### src/sitrd_pkg.sv
`default_nettype none

package sitrd_pkg;

   // Radix limits and item sizes
   localparam int MAX_BASE   = 16;
   localparam int NUM_DIGITS = 32;
   localparam int DIV_STEPS  = 4;

   // Character codes
   localparam logic [7:0] SIGN_PLUS  = 8'h2B;
   localparam logic [7:0] SIGN_MINUS = 8'h2D;

   // Register indexes
   localparam logic [1:0] CSR_BASE_LENGTH  = 2'd0;
   localparam logic [1:0] CSR_SYMBOLS_LOW  = 2'd1;
   localparam logic [1:0] CSR_SYMBOLS_HIGH = 2'd2;

   // Register reset values
   localparam logic [4:0]  BASE_LENGTH_RESET  = 5'd10;
   localparam logic [63:0] SYMBOLS_LOW_RESET  = 64'h3736_3534_3332_3130;
   localparam logic [63:0] SYMBOLS_HIGH_RESET = 64'h0;

   typedef enum logic [2:0] {
      ST_IDLE,
      ST_CHECK,
      ST_DIV,
      ST_SIGN,
      ST_EMIT
   } state_type;

   // Controller to datapath
   typedef struct packed {
      logic load;
      logic div_step;
      logic push;
      logic emit_sign;
      logic emit_digit;
   } cmd_type;

   // Datapath to controller
   typedef struct packed {
      logic base_ok;
      logic negative;
      logic last_digit;
      logic one_left;
      logic out_free;
   } status_type;

endpackage

`default_nettype wire

### src/signed_integer_to_radix_digits.sv
`default_nettype none
// Flow: accept, the base check, then for each digit one dividend byte per cycle through the
//   radix divider, then one output byte per cycle when not stalled.
// Numbers are taken one at a time, D digits each (1 to 32), plus a minus sign if negative.
// A rejected base emits nothing for the number and returns to idle.
// Reset: synchronous; base returns to length 10 with symbols "01234567" and zero bytes
//   above, which is rejected until the symbols are written; output register empties.

module signed_integer_to_radix_digits (
   input  wire         clock,
   input  wire         reset,
   input  wire         csr_we,
   input  wire  [1:0]  csr_addr,
   input  wire  [63:0] csr_wdata,
   input  wire         req_tvalid,
   output logic        req_tready,
   input  wire  [31:0] req_tdata,   // [31:0] number
   output logic        rsp_tvalid,
   input  wire         rsp_tready,
   output logic [7:0]  rsp_tdata,   // [7:0] text_byte
   output logic        rsp_tlast    // last_byte
);
   import sitrd_pkg::*;

   cmd_type    cmd;
   status_type status;

   sitrd_ctrl u_ctrl (
      .clock      (clock),
      .reset      (reset),
      .req_tvalid (req_tvalid),
      .req_tready (req_tready),
      .status     (status),
      .cmd        (cmd)
   );

   sitrd_dp u_dp (
      .clock      (clock),
      .reset      (reset),
      .csr_we     (csr_we),
      .csr_addr   (csr_addr),
      .csr_wdata  (csr_wdata),
      .req_tdata  (req_tdata),
      .rsp_tvalid (rsp_tvalid),
      .rsp_tready (rsp_tready),
      .rsp_tdata  (rsp_tdata),
      .rsp_tlast  (rsp_tlast),
      .cmd        (cmd),
      .status     (status)
   );

endmodule

`default_nettype wire

### src/sitrd_ctrl.sv
`default_nettype none

module sitrd_ctrl (
   input  wire                   clock,
   input  wire                   reset,
   input  wire                   req_tvalid,
   output logic                  req_tready,
   input  sitrd_pkg::status_type status,
   output sitrd_pkg::cmd_type    cmd
);
   import sitrd_pkg::*;

   state_type  state_ff, state_in;
   logic [1:0] step_ff, step_in;

   // State and step counter
   always_ff @(posedge clock) begin
      if (reset) begin
         state_ff <= ST_IDLE;
         step_ff  <= 2'd0;
      end else begin
         state_ff <= state_in;
         step_ff  <= step_in;
      end
   end

   // Next state and commands
   always_comb begin
      state_in   = state_ff;
      step_in    = step_ff;
      cmd        = '0;
      req_tready = 1'b0;
      case (state_ff)
         ST_IDLE: begin
            req_tready = 1'b1;
            step_in    = 2'd0;
            if (req_tvalid) begin
               cmd.load = 1'b1;
               state_in = ST_CHECK;
            end
         end
         ST_CHECK: begin
            step_in = 2'd0;
            if (status.base_ok) begin
               state_in = ST_DIV;
            end else begin
               state_in = ST_IDLE;
            end
         end
         ST_DIV: begin
            // One byte of the dividend per cycle, a digit pushed once every byte has been divided
            cmd.div_step = 1'b1;
            step_in      = step_ff + 2'd1;
            if (step_ff == 2'(DIV_STEPS - 1)) begin
               cmd.push = 1'b1;
               if (status.last_digit) begin
                  state_in = status.negative ? ST_SIGN : ST_EMIT;
               end
            end
         end
         ST_SIGN: begin
            if (status.out_free) begin
               cmd.emit_sign = 1'b1;
               state_in      = ST_EMIT;
            end
         end
         ST_EMIT: begin
            // Pop digits most significant first
            if (status.out_free) begin
               cmd.emit_digit = 1'b1;
               if (status.one_left) begin
                  state_in = ST_IDLE;
               end
            end
         end
         default: begin
            state_in = ST_IDLE;
         end
      endcase
   end

   assert property (@(posedge clock) disable iff (reset)
      (req_tvalid && req_tready) |=> (state_ff == ST_CHECK))
      else $error("accepted item did not start the base check");

   assert property (@(posedge clock) disable iff (reset)
      (state_ff == ST_CHECK && !status.base_ok) |=> req_tready)
      else $error("rejected base did not return to idle");

   assert property (@(posedge clock) disable iff (reset)
      (state_ff == ST_DIV) |=> (step_ff == $past(step_ff) + 2'd1))
      else $error("divide step counter skipped");

endmodule

`default_nettype wire

### src/sitrd_dp.sv
`default_nettype none

module sitrd_dp (
   input  wire                   clock,
   input  wire                   reset,
   input  wire                   csr_we,
   input  wire  [1:0]            csr_addr,
   input  wire  [63:0]           csr_wdata,
   input  wire  [31:0]           req_tdata,
   output logic                  rsp_tvalid,
   input  wire                   rsp_tready,
   output logic [7:0]            rsp_tdata,
   output logic                  rsp_tlast,
   input  sitrd_pkg::cmd_type    cmd,
   output sitrd_pkg::status_type status
);
   import sitrd_pkg::*;

   logic [4:0]   base_length_ff;
   logic [63:0]  symbols_low_ff;
   logic [63:0]  symbols_high_ff;
   logic         base_ok_ff, base_ok_in;
   logic [127:0] symbols;

   logic [31:0]  work_ff, work_in;
   logic [3:0]   rem_ff;
   logic [4:0]   rem_next;
   logic         neg_ff;
   logic [5:0]   depth_ff;
   logic [3:0]   stack_ff [NUM_DIGITS];
   logic [4:0]   top_idx;

   logic         out_valid_ff;
   logic [7:0]   out_data_ff;
   logic         out_last_ff;

   assign symbols = {symbols_high_ff, symbols_low_ff};

   // Configuration registers
   always_ff @(posedge clock) begin
      if (reset) begin
         base_length_ff  <= BASE_LENGTH_RESET;
         symbols_low_ff  <= SYMBOLS_LOW_RESET;
         symbols_high_ff <= SYMBOLS_HIGH_RESET;
      end else if (csr_we) begin
         case (csr_addr)
            CSR_BASE_LENGTH:  base_length_ff  <= csr_wdata[4:0];
            CSR_SYMBOLS_LOW:  symbols_low_ff  <= csr_wdata;
            CSR_SYMBOLS_HIGH: symbols_high_ff <= csr_wdata;
            default: begin
            end
         endcase
      end
   end

   // Check the symbol set: length, forbidden bytes, repeats
   always_comb begin
      logic [7:0] sym_i;
      base_ok_in = (base_length_ff >= 5'd2) && (base_length_ff <= 5'(MAX_BASE));
      for (int i = 0; i < MAX_BASE; i++) begin
         sym_i = symbols[8*i +: 8];
         if (5'(i) < base_length_ff) begin
            if (sym_i == 8'h00 || sym_i == SIGN_PLUS || sym_i == SIGN_MINUS) begin
               base_ok_in = 1'b0;
            end
            for (int j = i + 1; j < MAX_BASE; j++) begin
               if (5'(j) < base_length_ff && symbols[8*j +: 8] == sym_i) begin
                  base_ok_in = 1'b0;
               end
            end
         end
      end
   end

   always_ff @(posedge clock) begin
      base_ok_ff <= base_ok_in;
   end

   // Long division of one byte of the dividend by the radix
   always_comb begin
      logic [4:0] r;
      r       = {1'b0, rem_ff};
      work_in = {work_ff[23:0], 8'h00};
      for (int b = 0; b < 8; b++) begin
         r = {r[3:0], work_ff[31 - b]};
         if (r >= base_length_ff) begin
            r              = r - base_length_ff;
            work_in[7 - b] = 1'b1;
         end
      end
      rem_next = r;
   end

   // Dividend, remainder, sign and digit stack
   always_ff @(posedge clock) begin
      if (cmd.load) begin
         work_ff <= req_tdata[31] ? (32'd0 - req_tdata) : req_tdata;
         neg_ff  <= req_tdata[31];
         rem_ff  <= 4'd0;
      end else if (cmd.div_step) begin
         work_ff <= work_in;
         rem_ff  <= cmd.push ? 4'd0 : rem_next[3:0];
      end
      if (cmd.div_step && cmd.push) begin
         stack_ff[depth_ff[4:0]] <= rem_next[3:0];
      end
   end

   always_ff @(posedge clock) begin
      if (reset) begin
         depth_ff <= 6'd0;
      end else if (cmd.load) begin
         depth_ff <= 6'd0;
      end else if (cmd.div_step && cmd.push) begin
         depth_ff <= depth_ff + 6'd1;
      end else if (cmd.emit_digit) begin
         depth_ff <= depth_ff - 6'd1;
      end
   end

   assign top_idx = 5'(depth_ff - 6'd1);

   // Output register
   always_ff @(posedge clock) begin
      if (reset) begin
         out_valid_ff <= 1'b0;
      end else if (cmd.emit_sign || cmd.emit_digit) begin
         out_valid_ff <= 1'b1;
      end else if (rsp_tready) begin
         out_valid_ff <= 1'b0;
      end
   end

   // Load the sign or the symbol of the digit on top of the stack
   always_ff @(posedge clock) begin
      if (cmd.emit_sign) begin
         out_data_ff <= SIGN_MINUS;
         out_last_ff <= 1'b0;
      end else if (cmd.emit_digit) begin
         out_data_ff <= symbols[{stack_ff[top_idx], 3'b000} +: 8];
         out_last_ff <= (depth_ff == 6'd1);
      end
   end

   assign rsp_tvalid = out_valid_ff;
   assign rsp_tdata  = out_data_ff;
   assign rsp_tlast  = out_last_ff;

   // Status back to the controller
   always_comb begin
      status.base_ok    = base_ok_ff;
      status.negative   = neg_ff;
      status.last_digit = (work_in == 32'd0) || (depth_ff == 6'(NUM_DIGITS - 1));
      status.one_left   = (depth_ff == 6'd1);
      status.out_free   = !out_valid_ff || rsp_tready;
   end

   assert property (@(posedge clock) disable iff (reset)
      depth_ff <= 6'(NUM_DIGITS))
      else $error("digit stack overflow");

   assert property (@(posedge clock) disable iff (reset)
      cmd.emit_digit |-> (depth_ff != 6'd0))
      else $error("digit popped from an empty stack");

   assert property (@(posedge clock) disable iff (reset)
      (cmd.emit_sign || cmd.emit_digit) |-> (!out_valid_ff || rsp_tready))
      else $error("output register overwritten while stalled");

endmodule

`default_nettype wire
### config.mk
export PLATFORM = sky130hd
export DESIGN_NAME = signed_integer_to_radix_digits
export DESIGN_NICKNAME = d
export VERILOG_FILES = /design/src/sitrd_pkg.sv /design/src/signed_integer_to_radix_digits.sv /design/src/sitrd_ctrl.sv /design/src/sitrd_dp.sv
export SDC_FILE = /design/constraint.sdc
export NUM_CORES = 2
export LEC_CHECK = 0
export BUFFER_PORTS_ARGS = -buffer_cell sky130_fd_sc_hd__buf_2
export CAP_MARGIN = 5
export CORE_MARGIN = 1.5
export CORE_UTILIZATION = 46
export DETAILED_ROUTE_END_ITERATION = 10
export RECOVER_POWER = 100
export SLEW_MARGIN = 20
export SYNTH_ARGS = -nofsm -noshare
export SYNTH_HDL_FRONTEND = slang
export SYNTH_SLANG_ARGS = --single-unit
export TNS_END_PERCENT = 100
### constraint.sdc
create_clock -name clock -period 15.3 [get_ports clock]
set_input_delay 0.765 -clock clock [delete_from_list [all_inputs] [get_ports clock]]
set_output_delay 0.765 -clock clock [all_outputs]
set_load 0.05 [all_outputs]
======== Word level (Yosys, flattened, before mapping) ========
Memories as Yosys holds them, arrays and structs flattened.
Index checks and enable logic that the tools add are counted.
storage, ports and cells
  output and inout port bits .............. 11
  logic and storage cells ................. 603
  register bits after elaboration ......... 192
  memory bits (writable) .................. 128
  memories ................................ 1
cells by class
  add/subtract/negate cells ............... 12
  shift operators ......................... 1
  equal/unequal tests ..................... 167
  magnitude comparators ................... 26
  reduce and logical (&&, ||, !) cells .... 187
  muxes and demuxes ....................... 196
memory list
  memory         depth  bits a word  read ports  clocked after Yosys merged registers in  write ports  line            source
  u_dp.stack_ff  32     4            1           0                                        1            sitrd_dp.sv:30  logic [3:0] stack_ff [NUM_DIGITS];
operators with widths
  operator                                                   count
  equality test 8 bit                                        120
  equality test 8 x 6 -> 1 bit, second input constant        32
  2-to-1 mux 1 bit                                           171
  zero test 8 bit                                            16
  indexed part select 128 x 8 -> 8 bit                       1
  logical AND 1 bit                                          122
  2-to-1 mux 32 bit                                          3
  greater-or-equal comparator 5 bit                          8
  less-than comparator 4 x 5 -> 1 bit, first input constant  8
  2-to-1 mux 4 bit                                           9
  logical OR 1 bit                                           35
  zero test 32 bit                                           1
  subtractor 1 x 32 -> 32 bit, first input constant          1
  subtractor 4 bit                                           8
  2-to-1 mux 3 bit                                           7
  less-than comparator 3 x 5 -> 1 bit, first input constant  4
  one-hot mux 3 bit (5 select lines)                         1
  2-to-1 mux 6 bit                                           2
  less-than comparator 1 x 5 -> 1 bit, first input constant  2
  less-than comparator 2 x 5 -> 1 bit, first input constant  2
  != test 2 bit, second input constant                       5
  nonzero test 2 bit                                         4
  adder 6 x 1 -> 6 bit, second input constant                1
  equality test 3 x 2 -> 1 bit, second input constant        2
  19 further kinds                                           24

======== Depth between registers and ports, before layout ========
  word-level depth ........................ 155
  mapped depth ............................ 64

======== By module ========
From an unflattened synthesis, not the netlist that was laid out.
unflattened totals
  cells, all modules ...................... 3269
  area total of the unflattened synthesis .. 28249.6 µm²
modules (own cells, without submodules)
  module      area each (µm²)  times used  cells an instance
  sitrd_dp    27881.7          1           3226
  sitrd_ctrl  367.9            1           43

======== Worst setup path before layout ========
No wires, ideal clock.
  path type ............................... register -> register
  start point ............................. register u_dp.base_length_ff[1]
  end point ............................... memory u_dp.stack_ff[0][1], data pin
  setup time .............................. 0.392 ns
  stages on the path, launching flop included .. 61
  arrival ................................. 12.923 ns
  slack ................................... 1.985 ns
  path buffers ............................ 2
  data required time ...................... 14.908 ns
  path through ............................ dfxtp_1 buf_2 inv_1 ha_1 nor2b_1 o21ai_0 nand3b_1 a21o_1 a21o_1 clkbuf_1 mux2i_1 ha_1 a21o_1 a21o_1 a21o_1 a21o_1 mux2_2 inv_1 (+25 left out) o21ai_0 nand2_1 mux2_2 inv_1 ha_1 nor2b_1 o21ai_0 nand3b_1 a21o_1 a21o_1 o21ai_0 inv_1 ha_1 a21o_1 a21o_1 a21o_1 a21oi_1 mux2i_1
on the way
  cells in the longest elaborated chain, start to end .. 16
  elaborated cells on any way between the ends .. 24
  classes of those cells .................. add/sub (8); order compare (8); mux (8)
RTL lines
  item                                                                   line                            source
  from (decl)                                                            sitrd_dp.sv:19                  logic [4:0] base_length_ff;
  from (signal assigned)                                                 sitrd_dp.sv:47                  CSR_BASE_LENGTH: base_length_ff <= csr_wdata[4:0];
  subtractor 4 bit or greater-or-equal comparator 5 bit (tied branches)  sitrd_dp.sv:87, sitrd_dp.sv:86
  2-to-1 mux 4 bit                                                       sitrd_dp.sv:86                  if (r >= base_length_ff) begin
  subtractor 4 bit or greater-or-equal comparator 5 bit (tied branches)  sitrd_dp.sv:87, sitrd_dp.sv:86
  2-to-1 mux 4 bit                                                       sitrd_dp.sv:86
  subtractor 4 bit or greater-or-equal comparator 5 bit (tied branches)  sitrd_dp.sv:87, sitrd_dp.sv:86
  2-to-1 mux 4 bit                                                       sitrd_dp.sv:86
  greater-or-equal comparator 5 bit or subtractor 4 bit (tied branches)  sitrd_dp.sv:86, sitrd_dp.sv:87
  2-to-1 mux 4 bit                                                       sitrd_dp.sv:86
  subtractor 4 bit or greater-or-equal comparator 5 bit (tied branches)  sitrd_dp.sv:87, sitrd_dp.sv:86
  2-to-1 mux 4 bit                                                       sitrd_dp.sv:86
  subtractor 4 bit or greater-or-equal comparator 5 bit (tied branches)  sitrd_dp.sv:87, sitrd_dp.sv:86
  2-to-1 mux 4 bit                                                       sitrd_dp.sv:86
  greater-or-equal comparator 5 bit or subtractor 4 bit (tied branches)  sitrd_dp.sv:86, sitrd_dp.sv:87
  2-to-1 mux 4 bit                                                       sitrd_dp.sv:86
  subtractor 4 bit or greater-or-equal comparator 5 bit (tied branches)  sitrd_dp.sv:87, sitrd_dp.sv:86
  2-to-1 mux 4 bit *                                                     sitrd_dp.sv:86
  net u_dp.rem_next[1]                                                   sitrd_dp.sv:27                  logic [4:0] rem_next;
  to (decl)                                                              sitrd_dp.sv:30
Mark *: on every way through the listed nets, which the timed path passes. The rest lies on a longest branch.

======== Worst setup path in the final report ========
  start point ............................. register u_dp.base_length_ff[2]
  end point ............................... memory u_dp.stack_ff[7][0], data pin
on the way
  cells in the longest elaborated chain, start to end .. 16
  elaborated cells on any way between the ends .. 23
  classes of those cells .................. add/sub (7); order compare (8); mux (8)
RTL lines
  item                                                                   line
  subtractor 4 bit or greater-or-equal comparator 5 bit (tied branches)  sitrd_dp.sv:87, sitrd_dp.sv:86
  2-to-1 mux 4 bit                                                       sitrd_dp.sv:86
  subtractor 4 bit or greater-or-equal comparator 5 bit (tied branches)  sitrd_dp.sv:87, sitrd_dp.sv:86
  2-to-1 mux 4 bit                                                       sitrd_dp.sv:86
  greater-or-equal comparator 5 bit or subtractor 4 bit (tied branches)  sitrd_dp.sv:86, sitrd_dp.sv:87
  2-to-1 mux 4 bit                                                       sitrd_dp.sv:86
  subtractor 4 bit or greater-or-equal comparator 5 bit (tied branches)  sitrd_dp.sv:87, sitrd_dp.sv:86
  2-to-1 mux 4 bit                                                       sitrd_dp.sv:86
  subtractor 4 bit or greater-or-equal comparator 5 bit (tied branches)  sitrd_dp.sv:87, sitrd_dp.sv:86
  2-to-1 mux 4 bit                                                       sitrd_dp.sv:86
  subtractor 4 bit or greater-or-equal comparator 5 bit (tied branches)  sitrd_dp.sv:87, sitrd_dp.sv:86
  2-to-1 mux 4 bit                                                       sitrd_dp.sv:86
  greater-or-equal comparator 5 bit or subtractor 4 bit (tied branches)  sitrd_dp.sv:86, sitrd_dp.sv:87
  2-to-1 mux 4 bit                                                       sitrd_dp.sv:86
  greater-or-equal comparator 5 bit *                                    sitrd_dp.sv:86
  2-to-1 mux 4 bit *                                                     sitrd_dp.sv:86
  net u_dp.rem_next[0]                                                   sitrd_dp.sv:27
Marked as above.

==> metrics.md <==
| Metric | Value |
|---|---|
| Worst path bufs/invs | `9` |
| Post-synth ARST share | `0` |
| Critical path's slowest cell | `dfxtp_1` |
| R2R cell count | `59` |
| Area Growth Syn to Fin | `8.61%` |
| DRT Pass-1 Iters | `6` |
| Netlist cell types | `a little under 80` |
| Synth Area in Simple Gates | `0.166` |
| Hold worst-path end | `u_dp.symbols_low_ff[57]` |
| DRT iter0 DRCs | `between 2,000 and 3,000` |
| Status | `finished with violations` |
| Slew @ Worst Pin | `roughly 3.7 ns` |
| Static Leak | `approximately 11 nW` |
| Violated checks | `capacitance limit, slew limit` |
| EDFF count, synth | `around 160` |
| Max Slew Vio Count | `between 300 and 400` |
| Pwr/cell area | `337 mW/mm^2` |
| Mux share of post-synthesis cell area | `0.0671` |
| Total of max-cap violations | `6` |
| Die Wd | `approximately 250 um` |
| Die Y | `~250 um` |
| Syn_nets | `between 3,000 and 4,000` |
| Clk slew on worst S/H paths | `approximately 0.060 ns` |
| Antenna violations before repair | `6` |
| Post-Synth Adder-Cell Area | `0.0261` |
| Num CTS Buffers | `37` |
| Htree depth | `2` |
| Area post-placement | `0.0299 mm^2` |
| Hold WS | `between 0.4 and 0.5 ns` |
| Hold_sp | `csr_wdata[57]` |
| Slew HR | `-1.44` |
| Initial Utilization | `0.465` |
| Mapped Cells | `between 3,000 and 4,000` |
| #FFs+latches synth | `320` |
| Tmin final | `around 14 ns` |
| Total number of vias | `roughly 26,000` |
| Fmax | `about 72 MHz` |
| Layout cell share with drive strength beyond 1 | `0.114` |
| R2R Setup Slk | `~1.4 ns` |
| Post-synthesis cell area | `roughly 0.029 mm^2` |
| Area fraction in compound gates after synthesis | `0.0848` |
| Crit Path Max Fanout | `33` |
| Yosys warns | `0` |
| Synth Area per Inst | `roughly 9 um^2` |
| Hold Crit Class | `input pin to flop` |
| Grt ovf | `0` |
| Most frequent CP cell | `a21o_1` |
| CTS resizes | `0` |
| Hpwl dp | `69,300 um` |
| Unrepaired setup endpoints after global routing | `no` |
| Setup TNS Final | `0 ns` |
| I/O pin total | `between 100 and 150` |
| Clk buf depth | `3` |
| CTS tree | `yes` |
| Final wirelength | `between 100,000 and 150,000 um` |
| Worst skew pair latency | `a little under 0.6 ns` |
| Post-route DRC | `0` |
| Crit path largest cell delay | `a little under 0.6 ns` |
| Detailed-route vias per instance | `between 6 and 7` |
| Die area | `0.0638 mm^2` |
| Worst R2R End | `u_dp.stack_ff[7][0]` |
| Routed wire per std cell | `~27 um` |
| Total Nets Final | `around 3,400` |
| Total core area | `0.0616 mm^2` |
| RD Place Congestion | `1.01` |
| Hold Fails Final Rpt | `0` |
| Final Worst Setup Slack | `1.36 ns` |
| Clk sinks | `320` |
| RR Startpoint | `u_dp.base_length_ff[2]` |
| Largest family of logic cells by synthesized area | `XOR/XNOR gates` |
| Hold Path Depth | `3` |
| Rows | `~90` |
| Worst Skew | `roughly 0.024 ns` |
| CP delay by family, top | `compound AO/OA/AOI/OAI gates` |
| First-pass GRT wire length | `about 160,000 um` |
| Port Buf Inserts | `approximately 110` |
| Setup Viol. Count Final | `0` |
| Main synth FF type | `edfxtp_1` |
| Root buffer cell | `clkbuf_16` |
| Pre-CTS WS | `~1.3 ns` |
| Setup CP Type | `flop to flop` |
| CP Launch Type | `flop` |
| Vias in the first global route | `25,400` |
| Final cycle utilization of the critical path | `0.911` |
| CP arrival | `between 10 and 15 ns` |
| Crit end category | `flop` |
| Largest net degree at the start of global routing | `77` |
| Sequential cell area fraction in the yosys report | `0.280` |
| Post-CTS Setup Repair Bufs | `0` |
| GRT Total Usage | `0.342` |
| Design Area, Final | `~0.031 mm^2` |
| VDD IR max | `between 1 and 1.5 mV` |
| Hold_buf cts | `0` |
| CP Data Required Time | `~16 ns` |
| XOR/XNOR Fraction of Synth Area | `0.316` |
| Post-route ant nets | `0` |
-- flip-flops by register name (all words and copies together), names as in the netlist, 2 cells and up --
name and flops:
u_dp.base_length_ff 5, u_dp.work_ff 32, u_dp.stack_ff 128, u_dp.symbols_low_ff 64, u_dp.symbols_high_ff 64, u_ctrl.step_ff 2, u_ctrl.state_ff 3, u_dp.rem_ff 4
u_dp.depth_ff 6, u_dp.rsp_tdata 8
-- routing by layer --
| metal | wire length, um | track usage | vias up |
|---|---|---|---|
| met3 | 12100 | 0.0753 | 581 |
| met1 | 42000 | 0.428 | 12500 |
| li1 | - | - | 11200 |
| met4 | 8140 | 0.207 | 8 |
| met5 | 55 | 0 | - |
| met2 | 48400 | 0.536 | 1691 |
-- how the worst max path moves through the flow --
stage,startpoint,end,slack [ns],cells after the start
floorplan,u_dp.base_length_ff[1],u_dp.stack_ff[0][1],1.99,60
global placement,u_dp.base_length_ff[2],u_dp.stack_ff[14][3],1.61,60
detailed placement,u_dp.base_length_ff[2],u_dp.stack_ff[15][3],1.33,60
CTS,u_dp.base_length_ff[2],u_dp.stack_ff[6][3],1.27,60
global route,u_dp.base_length_ff[2],u_dp.rem_ff[0],0.46,61
finish,u_dp.base_length_ff[2],u_dp.stack_ff[7][0],1.36,59
-- power by group --
part           switching, mW  total (mW)  internal (mW)
combinational           4.07        6.43           2.36
sequential            0.0380        3.11           3.07
clock                  0.396       0.955          0.560
total                   4.50        10.5           5.99
-- cell families after synthesis --
family | count (synthesis)
buffers and inverters | 392
AOI/OAI and AO/OA | 384
adders and majority gates | 55
muxes | 158
xor gates and xnor gates | 1031
DFF | 320
and+or+nand+nor | 922
-- per-stage QoR --
step / power (mW) / instances / util
6_report: 10.5 / 4079 / 0.505
5_1_grt: 10.3 / 4079 / 0.505
4_1_cts: 10.3 / 4078 / 0.506
3_5_place_dp: 9.23 / 4013 / 0.485
3_3_place_gp: 9.38 / 4013 / 0.485
2_1_floorplan: 7.23 / 3262 / -
-- cells in the final DEF (no fill, tap or decap), types with 5 or more instances in the layout --
| master | n |
|---|---|
| bufinv_16 | 5 |
| xor2_1 | 275 |
| clkbuf_16 | 37 |
| mux2_1 | 6 |
| o41ai_1 | 7 |
| ha_1 | 47 |
| xnor2_1 | 753 |
| a22oi_1 | 26 |
| nand2_1 | 321 |
| nor4_1 | 86 |
| mux2i_1 | 109 |
| nand3b_1 | 39 |
| edfxtp_1 | 161 |
| nor3b_1 | 12 |
| mux2_2 | 16 |
| buf_4 | 149 |
| inv_1 | 34 |
| nor2_1 | 81 |
| o211ai_1 | 9 |
| or4_1 | 23 |
| nand2b_1 | 10 |
| mux4_2 | 24 |
| nand3_1 | 38 |
| clkbuf_1 | 30 |
| o22ai_1 | 13 |
| a31oi_1 | 45 |
| o31ai_1 | 13 |
| fa_1 | 8 |
| nor2b_1 | 12 |
| buf_2 | 97 |
| a21o_1 | 30 |
| dfxtp_1 | 157 |
| o21ai_0 | 43 |
| a21oi_1 | 142 |
| nor3_1 | 85 |
| a41oi_1 | 11 |
| or3_1 | 10 |
| a22o_1 | 6 |
| nand4_1 | 181 |
-- final cells by class --
| type | instances | area (um^2) |
|---|---|---|
| Tap cell | 837 | 1050 |
| Fill cell | 5834 | 30500 |
| Clock inverter | 17 | 303 |
| Clock buffer | 48 | 1010 |
| Inverter | 35 | 131 |
| Sequential cell | 320 | 8020 |
| Multi-Input combinational cell | 2550 | 18900 |
| Antenna cell | 1 | 2.50 |
| Timing Repair Buffer | 271 | 1700 |
-- worst register-to-register path, delay by kind of cell, from the launching register on --
family                   cells  cell delay (ns)
flip-flops                   1             0.58
AND/OR/NAND/NOR              5             0.75
buffers and inverters        9             1.50
adder cells (fa/ha/maj)      8             2.23
multiplexers                 7             2.62
AO/OA/AOI/OAI               30             5.97
-- Yosys cell counts, drive strengths merged (4+ instances only) --
cell type / instances / area share
o211ai: 9 / 0.0024
a311oi: 4 / 0.0012
and2: 4 / 0.00087
a21oi: 143 / 0.025
or2: 4 / 0.00087
mux2: 22 / 0.0086
inv: 34 / 0.0045
o21ai: 44 / 0.0077
or4: 23 / 0.0060
or3: 11 / 0.0026
nand3: 38 / 0.0066
fa: 8 / 0.0056
mux4: 24 / 0.019
nand3b: 39 / 0.010
nand2b: 10 / 0.0022
a22o: 6 / 0.0018
a41oi: 11 / 0.0034
nor2: 84 / 0.011
mux2i: 112 / 0.040
nand2: 321 / 0.042
nor4: 86 / 0.019
clkbuf: 115 / 0.015
nor3: 87 / 0.016
o22ai: 13 / 0.0028
dfxtp: 159 / 0.11
nand4: 181 / 0.040
nor3b: 12 / 0.0033
nor2b: 12 / 0.0026
ha: 47 / 0.021
a21o: 30 / 0.0079
xnor2: 754 / 0.23
o311ai: 6 / 0.0018
edfxtp: 161 / 0.17
o31ai: 13 / 0.0034
o41ai: 7 / 0.0021
a22oi: 26 / 0.0068
a31oi: 45 / 0.0098
buf: 242 / 0.041
xor2: 277 / 0.085
(Power assumes the default switching activity.)
